===== config.mk =====
export PLATFORM = sky130hd
export DESIGN_NAME = key_matrix_debounce_events
export DESIGN_NICKNAME = d
export VERILOG_FILES = /design/src/rtl/core/kmd_pkg.sv /design/src/rtl/core/kmd_front.sv /design/src/rtl/core/kmd_queue.sv /design/src/rtl/core/kmd_back.sv /design/src/rtl/core/key_matrix_debounce_events.sv
export SDC_FILE = /design/constraint.sdc
export NUM_CORES = 1
export LEC_CHECK = 0
export ABC_AREA = 1
export BUFFER_PORTS_ARGS = -buffer_cell sky130_fd_sc_hd__buf_2
export CELL_PAD_IN_SITES_DETAIL_PLACEMENT = 1
export CELL_PAD_IN_SITES_GLOBAL_PLACEMENT = 2
export CORE_ASPECT_RATIO = 0.9
export CORE_MARGIN = 2
export CORE_UTILIZATION = 40
export CTS_BUF_LIST = sky130_fd_sc_hd__clkbuf_8
export DETAILED_ROUTE_END_ITERATION = 8
export MAX_ROUTING_LAYER = met4
export PLACE_DENSITY = 0.88
export REMOVE_ABC_BUFFERS = 1
export SLEW_MARGIN = 10
export SYNTH_ARGS = -nofsm -noshare
export SYNTH_HDL_FRONTEND = slang
export SYNTH_SLANG_ARGS = --single-unit

===== constraint.sdc =====
create_clock -name clk -period 3.2 [get_ports clk]
set_clock_uncertainty 0.2 [all_clocks]
set_input_delay 0.16 -clock clk [delete_from_list [all_inputs] [get_ports clk]]
set_output_delay 0.16 -clock clk [all_outputs]
set_load 0.05 [all_outputs]

===== src/rtl/core/kmd_pkg.sv =====
// Shared types and constants of the key matrix debounce and event block.
package kmd_pkg;

  localparam int RowW    = 3;
  localparam int ColW    = 8;
  localparam int MaxRows = 8;
  localparam int MaxCols = 8;
  localparam int DbW     = 16;

  localparam int DefRows     = 8;
  localparam int DefCols     = 8;
  localparam int QueueDepth  = 2;

  localparam logic [DbW-1:0] DebounceReset = 16'd5;

  localparam logic KindSample = 1'b0;
  localparam logic KindTick   = 1'b1;

  typedef logic [RowW-1:0] row_idx_t;
  typedef logic [ColW-1:0] col_vec_t;
  typedef logic [2:0]      col_idx_t;

  typedef struct packed {
    logic     kind;
    row_idx_t row_index;
    col_vec_t column_bits;
  } in_item_t;

  typedef struct packed {
    row_idx_t event_row;
    col_idx_t event_column;
    logic     pressed;
    logic     last;
  } out_item_t;

  // One row of a commit that has at least one changed key.
  typedef struct packed {
    row_idx_t row;
    col_vec_t diff;
    col_vec_t level;
    logic     last_row;
  } row_entry_t;

endpackage


===== src/rtl/core/kmd_front.sv =====
// Front part: takes samples and ticks, keeps the matrices and walks rows on a commit.
module kmd_front #(
  parameter int ROWS = kmd_pkg::DefRows,
  parameter int COLS = kmd_pkg::DefCols
) (
  input  logic                 clk,
  input  logic                 rst_n,
  input  logic                 in_valid,
  output logic                 in_stall,
  input  kmd_pkg::in_item_t    in_data,
  input  logic                 cfg_valid,
  output logic                 cfg_ready,
  input  logic [15:0]          cfg_data,
  output logic                 push_valid,
  input  logic                 push_full,
  output kmd_pkg::row_entry_t  push_data
);

  localparam int RIW = (ROWS > 1) ? $clog2(ROWS) : 1;

  typedef enum logic [2:0] {
    F_IDLE = 3'b001,
    F_SCAN = 3'b010,
    F_WALK = 3'b100
  } front_state_t;

  front_state_t     state_r, state_nxt;
  logic [COLS-1:0]  raw_r    [ROWS];
  logic [COLS-1:0]  stable_r [ROWS];
  logic             pend_r, pend_nxt;
  logic [15:0]      hold_r, hold_nxt;
  logic [15:0]      debounce_r;
  logic [ROWS-1:0]  dirty_r, dirty_nxt;
  logic [RIW-1:0]   row_r, row_nxt;

  logic             accept;
  logic             row_ok;
  logic [RIW-1:0]   ridx;
  logic [COLS-1:0]  cols;
  logic             raw_we;
  logic             stable_we;
  logic [ROWS-1:0]  row_onehot;
  logic [COLS-1:0]  walk_diff;

  assign cfg_ready  = 1'b1;
  assign in_stall   = (state_r != F_IDLE);
  assign accept     = in_valid && !in_stall;
  assign row_ok     = ({1'b0, in_data.row_index} < 4'(ROWS));
  assign ridx       = in_data.row_index[RIW-1:0];
  assign cols       = in_data.column_bits[COLS-1:0];
  assign row_onehot = ROWS'(1) << row_r;
  assign walk_diff  = raw_r[row_r] ^ stable_r[row_r];

  assign push_data.row      = kmd_pkg::row_idx_t'(row_r);
  assign push_data.diff     = kmd_pkg::col_vec_t'(walk_diff);
  assign push_data.level    = kmd_pkg::col_vec_t'(raw_r[row_r]);
  assign push_data.last_row = ((dirty_r & ~row_onehot) == '0);

  always_comb begin
    state_nxt  = state_r;
    pend_nxt   = pend_r;
    hold_nxt   = hold_r;
    dirty_nxt  = dirty_r;
    row_nxt    = row_r;
    raw_we     = 1'b0;
    stable_we  = 1'b0;
    push_valid = 1'b0;
    case (state_r)
      F_IDLE: begin
        if (accept) begin
          if (in_data.kind == kmd_pkg::KindSample) begin
            if (row_ok && (raw_r[ridx] != cols)) begin
              raw_we   = 1'b1;
              pend_nxt = 1'b1;
              hold_nxt = debounce_r;
            end
          end else if (hold_r != 16'd0) begin
            hold_nxt = hold_r - 16'd1;
          end
          if (pend_nxt && (hold_nxt == 16'd0)) begin
            pend_nxt  = 1'b0;
            state_nxt = F_SCAN;
          end
        end
      end
      F_SCAN: begin
        for (int r = 0; r < ROWS; r++) begin
          dirty_nxt[r] = |(raw_r[r] ^ stable_r[r]);
        end
        row_nxt   = '0;
        state_nxt = F_WALK;
      end
      F_WALK: begin
        push_valid = dirty_r[row_r] && !push_full;
        if (!dirty_r[row_r] || !push_full) begin
          stable_we = 1'b1;
          dirty_nxt = dirty_r & ~row_onehot;
          if (row_r == RIW'(ROWS - 1)) begin
            state_nxt = F_IDLE;
          end else begin
            row_nxt = row_r + RIW'(1);
          end
        end
      end
      default: begin
        state_nxt = F_IDLE;
      end
    endcase
  end

  always_ff @(posedge clk) begin
    if (!rst_n) begin
      state_r    <= F_IDLE;
      pend_r     <= 1'b0;
      hold_r     <= 16'd0;
      debounce_r <= kmd_pkg::DebounceReset;
      dirty_r    <= '0;
      row_r      <= '0;
      for (int r = 0; r < ROWS; r++) begin
        raw_r[r]    <= '0;
        stable_r[r] <= '0;
      end
    end else begin
      state_r <= state_nxt;
      pend_r  <= pend_nxt;
      hold_r  <= hold_nxt;
      dirty_r <= dirty_nxt;
      row_r   <= row_nxt;
      if (cfg_valid && cfg_ready) begin
        debounce_r <= cfg_data;
      end
      if (raw_we) begin
        raw_r[ridx] <= cols;
      end
      if (stable_we) begin
        stable_r[row_r] <= raw_r[row_r];
      end
    end
  end

endmodule


===== src/rtl/core/kmd_queue.sv =====
// Short queue of changed rows between the front and back parts.
module kmd_queue (
  input  logic                 clk,
  input  logic                 rst_n,
  input  logic                 push_valid,
  output logic                 push_full,
  input  kmd_pkg::row_entry_t  push_data,
  output logic                 pop_valid,
  input  logic                 pop_take,
  output kmd_pkg::row_entry_t  pop_data
);

  localparam int Depth = kmd_pkg::QueueDepth;
  localparam int PtrW  = (Depth > 1) ? $clog2(Depth) : 1;
  localparam int CntW  = $clog2(Depth + 1);

  kmd_pkg::row_entry_t slot_r [Depth];
  logic [PtrW-1:0]     wr_ptr_r, rd_ptr_r;
  logic [CntW-1:0]     count_r;
  logic                do_push, do_pop;

  assign push_full = (count_r == CntW'(Depth));
  assign pop_valid = (count_r != '0);
  assign pop_data  = slot_r[rd_ptr_r];
  assign do_push   = push_valid && !push_full;
  assign do_pop    = pop_take && pop_valid;

  always_ff @(posedge clk) begin
    if (do_push) begin
      slot_r[wr_ptr_r] <= push_data;
    end
  end

  always_ff @(posedge clk) begin
    if (!rst_n) begin
      wr_ptr_r <= '0;
      rd_ptr_r <= '0;
      count_r  <= '0;
    end else begin
      if (do_push) begin
        wr_ptr_r <= (wr_ptr_r == PtrW'(Depth - 1)) ? '0 : wr_ptr_r + PtrW'(1);
      end
      if (do_pop) begin
        rd_ptr_r <= (rd_ptr_r == PtrW'(Depth - 1)) ? '0 : rd_ptr_r + PtrW'(1);
      end
      if (do_push && !do_pop) begin
        count_r <= count_r + CntW'(1);
      end else if (do_pop && !do_push) begin
        count_r <= count_r - CntW'(1);
      end
    end
  end

endmodule


===== src/rtl/core/kmd_back.sv =====
// Back part: turns each queued row into one key event per changed column.
module kmd_back (
  input  logic                 clk,
  input  logic                 rst_n,
  input  logic                 pop_valid,
  output logic                 pop_take,
  input  kmd_pkg::row_entry_t  pop_data,
  output logic                 out_valid,
  input  logic                 out_stall,
  output kmd_pkg::out_item_t   out_data
);

  logic                 cur_valid_r;
  kmd_pkg::row_entry_t  cur_r;
  logic                 out_valid_r;
  kmd_pkg::out_item_t   out_data_r;

  kmd_pkg::col_idx_t    col;
  kmd_pkg::col_vec_t    rem;
  logic                 emit;

  // Lowest changed column of the current row.
  always_comb begin
    col = '0;
    for (int c = kmd_pkg::MaxCols - 1; c >= 0; c--) begin
      if (cur_r.diff[c]) begin
        col = kmd_pkg::col_idx_t'(c);
      end
    end
  end

  assign rem       = cur_r.diff & ~(kmd_pkg::col_vec_t'(1) << col);
  assign emit      = cur_valid_r && (!out_valid_r || !out_stall);
  assign pop_take  = !cur_valid_r;
  assign out_valid = out_valid_r;
  assign out_data  = out_data_r;

  always_ff @(posedge clk) begin
    if (emit) begin
      out_data_r.event_row    <= cur_r.row;
      out_data_r.event_column <= col;
      out_data_r.pressed      <= cur_r.level[col];
      out_data_r.last         <= cur_r.last_row && (rem == '0);
    end
    if (emit) begin
      cur_r.diff <= rem;
    end else if (!cur_valid_r && pop_valid) begin
      cur_r <= pop_data;
    end
  end

  always_ff @(posedge clk) begin
    if (!rst_n) begin
      cur_valid_r <= 1'b0;
      out_valid_r <= 1'b0;
    end else begin
      if (emit) begin
        out_valid_r <= 1'b1;
      end else if (!out_stall) begin
        out_valid_r <= 1'b0;
      end
      if (emit) begin
        cur_valid_r <= (rem != '0);
      end else if (!cur_valid_r && pop_valid) begin
        cur_valid_r <= 1'b1;
      end
    end
  end

endmodule


===== src/rtl/core/key_matrix_debounce_events.sv =====
// Top level of the key matrix debouncer that reports key events.
//
// Each input beat is either a row sample (a row index with its decoded
// column levels) or a one millisecond tick. A sample that differs from the
// stored raw copy of its row replaces it and reloads the hold countdown from
// the debounce register; a tick counts the hold down, stopping at zero. When
// the countdown is at zero with a change pending, the raw matrix is committed
// as the stable matrix and one output beat is sent for every key that
// changed, rows ascending and columns ascending within a row, with last set
// on the final beat of the commit. Samples for rows at or above ROWS are
// ignored and column bits at or above COLS read as zero. An input beat that
// does not commit is taken without a stall and the next can follow at once. A
// commit holds the input stalled while the front part finds the changed rows
// and then walks every row, longer while the two-entry row queue is full.
// The back part sends one event per cycle while the output side does not
// stall, and it loads each changed row from the queue before sending its
// events, so the rate is set by the back part and by how fast the output
// side takes beats. An output register parts the result side from the input
// side. The debounce register is written through the cfg port, which is
// always ready; write it only while no commit is in flight.
module key_matrix_debounce_events #(
  parameter int ROWS = kmd_pkg::DefRows,
  parameter int COLS = kmd_pkg::DefCols
) (
  input  logic                clk,
  input  logic                rst_n,
  input  logic                in_valid,
  output logic                in_stall,
  input  kmd_pkg::in_item_t   in_data,
  output logic                out_valid,
  input  logic                out_stall,
  output kmd_pkg::out_item_t  out_data,
  input  logic                cfg_valid,
  output logic                cfg_ready,
  input  logic [15:0]         cfg_data
);

  // Row entries travel from the front part to the back part through the queue.
  logic                 push_valid;
  logic                 push_full;
  kmd_pkg::row_entry_t  push_data;
  logic                 pop_valid;
  logic                 pop_take;
  kmd_pkg::row_entry_t  pop_data;

  kmd_front #(
    .ROWS (ROWS),
    .COLS (COLS)
  ) u_front (
    .clk        (clk),
    .rst_n      (rst_n),
    .in_valid   (in_valid),
    .in_stall   (in_stall),
    .in_data    (in_data),
    .cfg_valid  (cfg_valid),
    .cfg_ready  (cfg_ready),
    .cfg_data   (cfg_data),
    .push_valid (push_valid),
    .push_full  (push_full),
    .push_data  (push_data)
  );

  kmd_queue u_queue (
    .clk        (clk),
    .rst_n      (rst_n),
    .push_valid (push_valid),
    .push_full  (push_full),
    .push_data  (push_data),
    .pop_valid  (pop_valid),
    .pop_take   (pop_take),
    .pop_data   (pop_data)
  );

  kmd_back u_back (
    .clk        (clk),
    .rst_n      (rst_n),
    .pop_valid  (pop_valid),
    .pop_take   (pop_take),
    .pop_data   (pop_data),
    .out_valid  (out_valid),
    .out_stall  (out_stall),
    .out_data   (out_data)
  );

endmodule


* Word level (Yosys, flattened, before mapping) *
Memory sizes are Yosys's and may differ from the RTL's. A register that Yosys moved wholly into a read port is not among the register bits.
Cells that the tools add are included.

word-level totals
  register bits = 81
  bits in writable memories = 168
  bits of input ports = 33
  output and inout bits = 11
  memories = 3

memory list
  name              words  bits a word  read ports  clocked after memory_dff  write ports  line             RTL
  u_front.raw_r     8      8            10          1                         8            kmd_front.sv:28  logic [COLS-1:0] raw_r [ROWS];
  u_front.stable_r  8      8            9           1                         8            kmd_front.sv:29  logic [COLS-1:0] stable_r [ROWS];
  u_queue.slot_r    2      20           1           1                         1            kmd_queue.sv:17  kmd_pkg::row_entry_t slot_r [Depth];

cells by class
  add/sub/neg operators = 6
  order comparisons = 2
  eq/ne operators = 13
  shifts and indexed selects = 2
  mux-type cells = 70
  bitwise operators = 14
  reductions and logical operators = 43

operators by type and width
  kind                     count
  $mux W16                 5
  $reduce_or A8 Y1         10
  $xor A8 B8 Y8            9
  $mux W3                  20
  $mux W1                  33
  $mux W8                  4
  $mux W17                 1
  $and A8 B8 Y8            2
  $logic_not A16 Y1        1
  $logic_not A8 Y1         2
  $not A8 Y8               2
  $pmux W8 S2              1
  $reduce_bool A16 Y1      1
  $shl A1 B3 Y8 const A    2
  $sub A16 B1 Y16 const B  1
  $ne A2 B1 Y1 const B     5
  $logic_and A1 B1 Y1      9
  $pmux W3 S3              1
  $logic_not A1 Y1         8
  $lt A3 B4 Y1 const B     2
  $ne A8 B8 Y1             1
  $reduce_bool A2 Y1       4
  $reduce_bool A8 Y1       1
  $bmux W1 S3              2
  17 further kinds         23

* Logic depth before layout (Yosys ltp) *
  word-level depth = 13
  mapped depth = 23
  mapped depth without buffers = 21

* Hierarchy *
From an unflattened synthesis, not the netlist that was laid out.

unflattened totals
  cell total of the unflattened synthesis = 1,606
  area, all modules = 13,496.7 µm²

by module, submodules not included
  module     instances  cells each  area each (µm²)
  kmd_front  1          1,381       10,498.8
  kmd_queue  1          99          1,689.1
  kmd_back   1          126         1,308.8

* Worst setup path after synthesis *
Ideal clock, no wire load.

  path type = reg2reg
  start = register u_front.row_r[0]
  end = memory u_queue.slot_r[1][0] (netlist name), enable pin
  data arrival time = 2.353 ns
  data required time = 2.602 ns
  slack = 0.249 ns
  stages on the path, launching flop included = 12
  period minus slack after synthesis = 2.951 ns
  cells stage by stage = dfxtp_1 > buf_2 > inv_1 > clkbuf_1 > nand2_1 > a21oi_1 > o21ai_0 > nand2_1 > nand2_1 > nor2_1 > inv_1 > nor2_1

between the ends
  word-level cells in the longest chain between the ends = 7

RTL lines
  item                           line              RTL
  start, declared                kmd_front.sv:34   logic [RIW-1:0] row_r, row_nxt;
  start signal, assigned         kmd_front.sv:128  row_r <= row_nxt;
  $bmux W1 S3                    kmd_front.sv:94   push_valid = dirty_r[row_r] && !push_full;
  $mux W1 (implied by the code)  kmd_front.sv:94
  $logic_and A1 B1 Y1            kmd_front.sv:94
  $mux W1                        kmd_front.sv:68   case (state_r)
  $logic_and A1 B1 Y1            kmd_queue.sv:25   assign do_push = push_valid && !push_full;
  via u_queue.do_push            kmd_queue.sv:20   logic do_push, do_pop;
  $mux W1                        kmd_queue.sv:29   if (do_push) begin
  $mux W1 (implied by the code)  kmd_queue.sv:30   slot_r[wr_ptr_r] <= push_data;
  end, declared                  kmd_queue.sv:17

The timed path passes the listed nets, and every way through them passes these cells. The select of a mux whose other input is x is not followed.

==> impl_metrics.yaml <==
run_status:
  outcome: "complete, no violations"
floorplanning:
  die-height_um: 177
  die_area_mm2: 0.0346
  initial_utilization_pct: 40.5
  rows: 63
  fp.coreArea_mm2: 0.0328
  num_io_pins: 44
  die_width_um: 196
drt:
  wl_met2_mm: 20.7
  dr_wl_met3_mm: 3.09
  drc: 0
  first_pass_iters: 5
  initialDrtViolationCount: 1061
  vias: 11791
  drt-total-wl_mm: 46.2
  wl_met1_mm: 20.8
  routedWlPerCell_um: 21.5
  ant_nets: 0
  via_per_inst: 5.48
  top_layer_used: "met4"
cells_and_area:
  fill_cells: 3939
  nets: 1742
  drive_gt1_share_pct: 12.3
  fin_area_mm2: 0.0154
  multi_input_area_mm2: 0.00525
  diodes: 0
  ff_latch_area_mm2: 0.00703
  area_growth_pct: 16.2
  utilization_pct: 47.0
place:
  placed_area_mm2: 0.0142
  post-dp-hpwl_mm: 34.2
  port_buffers: 42
  dpl_worst_slack_ns: 0.0683
  routabilityCongestion: 0.933
power:
  ir_drop_uv: 255
  p_switching_uw: 1990
  seqPwrFrac_pct: 52.1
  p_int_uw: 5260
  switching_share_pct: 27.5
  clkPwrFrac_pct: 37.3
  power_frac_comb_pct: 10.6
  p_leak_uw: 0.00657
  powerDensity_mw_per_mm2: 470
global_routing:
  grt_start_max_net_pins: 66
  grt_overflow: 0
  grt_usage_pct: 27.5
  grt_pass1_wl_mm: 70.0
  grt_pass1_vias: 11716
  antenna_found_initial: 0
setup_path:
  startpoint_type: "flop"
  reg2reg_slack_ns: 0.12
  arrival_ns: 3.09
  path_max_fanout: 8
  slowest_delay_ns: 0.51
  r2r_cells: 14
  end_kind: "flop"
  worst-setup-path-type: "flop to flop"
  crit_required_ns: 3.21
  slowest_stage: "edfxtp_1"
  cp_common_cell: "nand2_1"
  reg2reg_to: "u_front.raw_r[1][2]$_SDFFCE_PN0P_"
  cp-startpoint: "u_front.raw_r[4][3]$_SDFFCE_PN0P_"
  crit_chain: "inv_1 > nand2_1 > nand3_1 > nand2_1 > o21ai_1 > nand2_1 > nand2_2 > nor2_4 > a21oi_2 > nand2_2 > nor3_4 > buf_4 > nand2_2 > nand2_1"
  reg2reg_from: "u_front.raw_r[4][3]$_SDFFCE_PN0P_"
yosys:
  syn_inst: 1569
  ys_types: 44
  synth-edff-count: 196
  netlist_top_cells_count: "nand2_1 (274), nor2_1 (263), edfxtp_1 (196), inv_1 (192), o21ai_0 (135)"
  synthTopCellsByArea: "edfxtp_1 (44%), dfxtp_1 (8.6%), nand2_1 (7.8%), nor2_1 (7.4%), inv_1 (5.4%)"
  async_flop_share_pct: 0
  postSynthAreaPerCell_um2: 8.46
  ys_seq_area_share_pct: 53.0
  synthDominantCellAreaShare_pct: 44.4
  yosysWarnings: 0
  syn_area_mm2: 0.0133
  yosysTopAreaCell: "edfxtp_1"
  yosysMostFrequentCell: "nand2_1"
  synth_ff_type: "edfxtp_1"
  ys_ff_latch: 253
run:
  maxCapViolCount: 0
timing:
  setup_viol: 0
  relSlewSlack_pct: 37.5
  fmax_mhz: 325
  min_period_ns: 3.08
  hold_violations: 0
  slew_violations: 0
  worstMarginPinSlew_ns: 0.936
  period_share_pct: 96.2
  setup_ws_ns: 0.123
  finalSetupTns_ns: 0
clock_network:
  clockBufferDepth: 3
  numClockSinks: 253
  clock_latency_ns: 0.56
  numCtsBuffers: 43
  cts_tree: "yes"
  clk_pin_slew_ns: 0.06
  cts_max_level: 2
  root_buffer: "clkbuf_8"
worst_hold_path:
  min_from: "in_data[1]"
  holdCritPathClass: "input port to flop"
  worstHoldEndpoint: "u_front.raw_r[6][1]$_SDFFCE_PN0P_"
  hold_depth: 4
## cells by family (layout without fill, tap and decap cells)
family                     count (synthesis)  count (layout)  synth area share (%)
and+or+nand+nor                          700             702                  22.3
DFF                                      253             253                  53.0
adders and majority gates                  9               9                 0.849
AOI/OAI and AO/OA                        280             280                  11.6
buffers and inverters                    263             423                  7.91
muxes                                     15              15                  1.25
other                                      1               1                0.0283
xor gates and xnor gates                  48              48                  3.17
## timing repair
action	in CTS	in global routing
endpoints found under the setup margin	0	75
hold buffers	33	0
endpoints found under the hold margin	48	0
resized for setup	0	17
buffers inserted	0	6
## how the worst max path moves through the flow
stage,end,slack (ns)
after floorplan,u_front.stable_r[0][6]$_SDFFCE_PN0P_,-0.82
after global placement,u_front.raw_r[7][3]$_SDFFCE_PN0P_,0.13
after detailed placement,u_front.raw_r[3][4]$_SDFFCE_PN0P_,0.07
after CTS,u_front.stable_r[6][5]$_SDFFCE_PN0P_,0.04
after global routing,u_front.raw_r[5][2]$_SDFFCE_PN0P_,-0.01
final,u_front.raw_r[1][2]$_SDFFCE_PN0P_,0.12
## per-layer routing
| layer | vias up | global-route usage [%] |
|---|---|---|
| met5 | - | - |
| met4 | 0 | 8.74 |
| met3 | 89 | 3.72 |
| met2 | 399 | 42.3 |
| met1 | 5795 | 37.8 |
| li1 | 5508 | - |
## state kept, by name (all words and copies together) (netlist names), 8 cells and up, named ones only
name and flops:
u_back.cur_r 20, u_back.out_data 8, u_front.debounce_r 16, u_front.dirty_r 8
u_front.hold_r 16, u_front.raw_r 64, u_front.stable_r 64, u_queue.slot_r 40
## layout by cell type (no fill, tap or decap), drive strengths merged, types with 3 or more instances in the layout
cell         Yosys  layout
buf             17     108
a31oi            8       8
o21ai          137     137
xor2            30      30
nor4            12      12
nor2           272     273
mux2            13      13
nand4           20      20
dfxtp           57      57
xnor2           18      18
inv            196     208
a221oi           3       3
nand3           95      95
o211ai          18      18
a21oi           85      85
dlygate4sd3      0      33
nor3            17      17
nand2          281     282
o221ai           3       3
o22ai           17      17
clkbuf          40      44
edfxtp         196     196
clkinv          10      28
ha               9       9
## worst max-delay path: cells and delay by family, from the launching register on
kind / cells / cell delay, ns
AO/OA/AOI/OAI: 2 / 0.31
AND/OR/NAND/NOR: 10 / 1.31
buffers and inverters: 2 / 0.40
flip-flops: 1 / 0.51
## per-stage QoR
step                      cells  hold WS [ns]  power, µW
after global placement     2036         0.173       4520
after global routing       2153        0.0160       7520
after detailed placement   2036         0.177       4540
after CTS                  2145       0.00267       7250
after floorplan            1512        0.0441       4200
final                      2153       0.00568       7250
## power by group through the flow
stage                     combinational, µW  sequential (µW)  clock, µW
final                                   769             3780       2700
after global routing                    852             3780       2890
after CTS                               736             3770       2750
after detailed placement                700             3840          0
after global placement                  681             3840          0
after floorplan                         430             3770          0
## cell type report
| type | instances | area share (%) |
|---|---|---|
| inverter | 206 | 5.05 |
| clock inverter | 32 | 1.03 |
| clock buffer | 44 | 3.93 |
| tap | 422 | 3.43 |
| sequential | 253 | 45.6 |
| multi-input combinational | 1055 | 34.1 |
| timing repair buffer | 141 | 6.89 |
No activity file was read; power rests on OpenSTA's default activity.
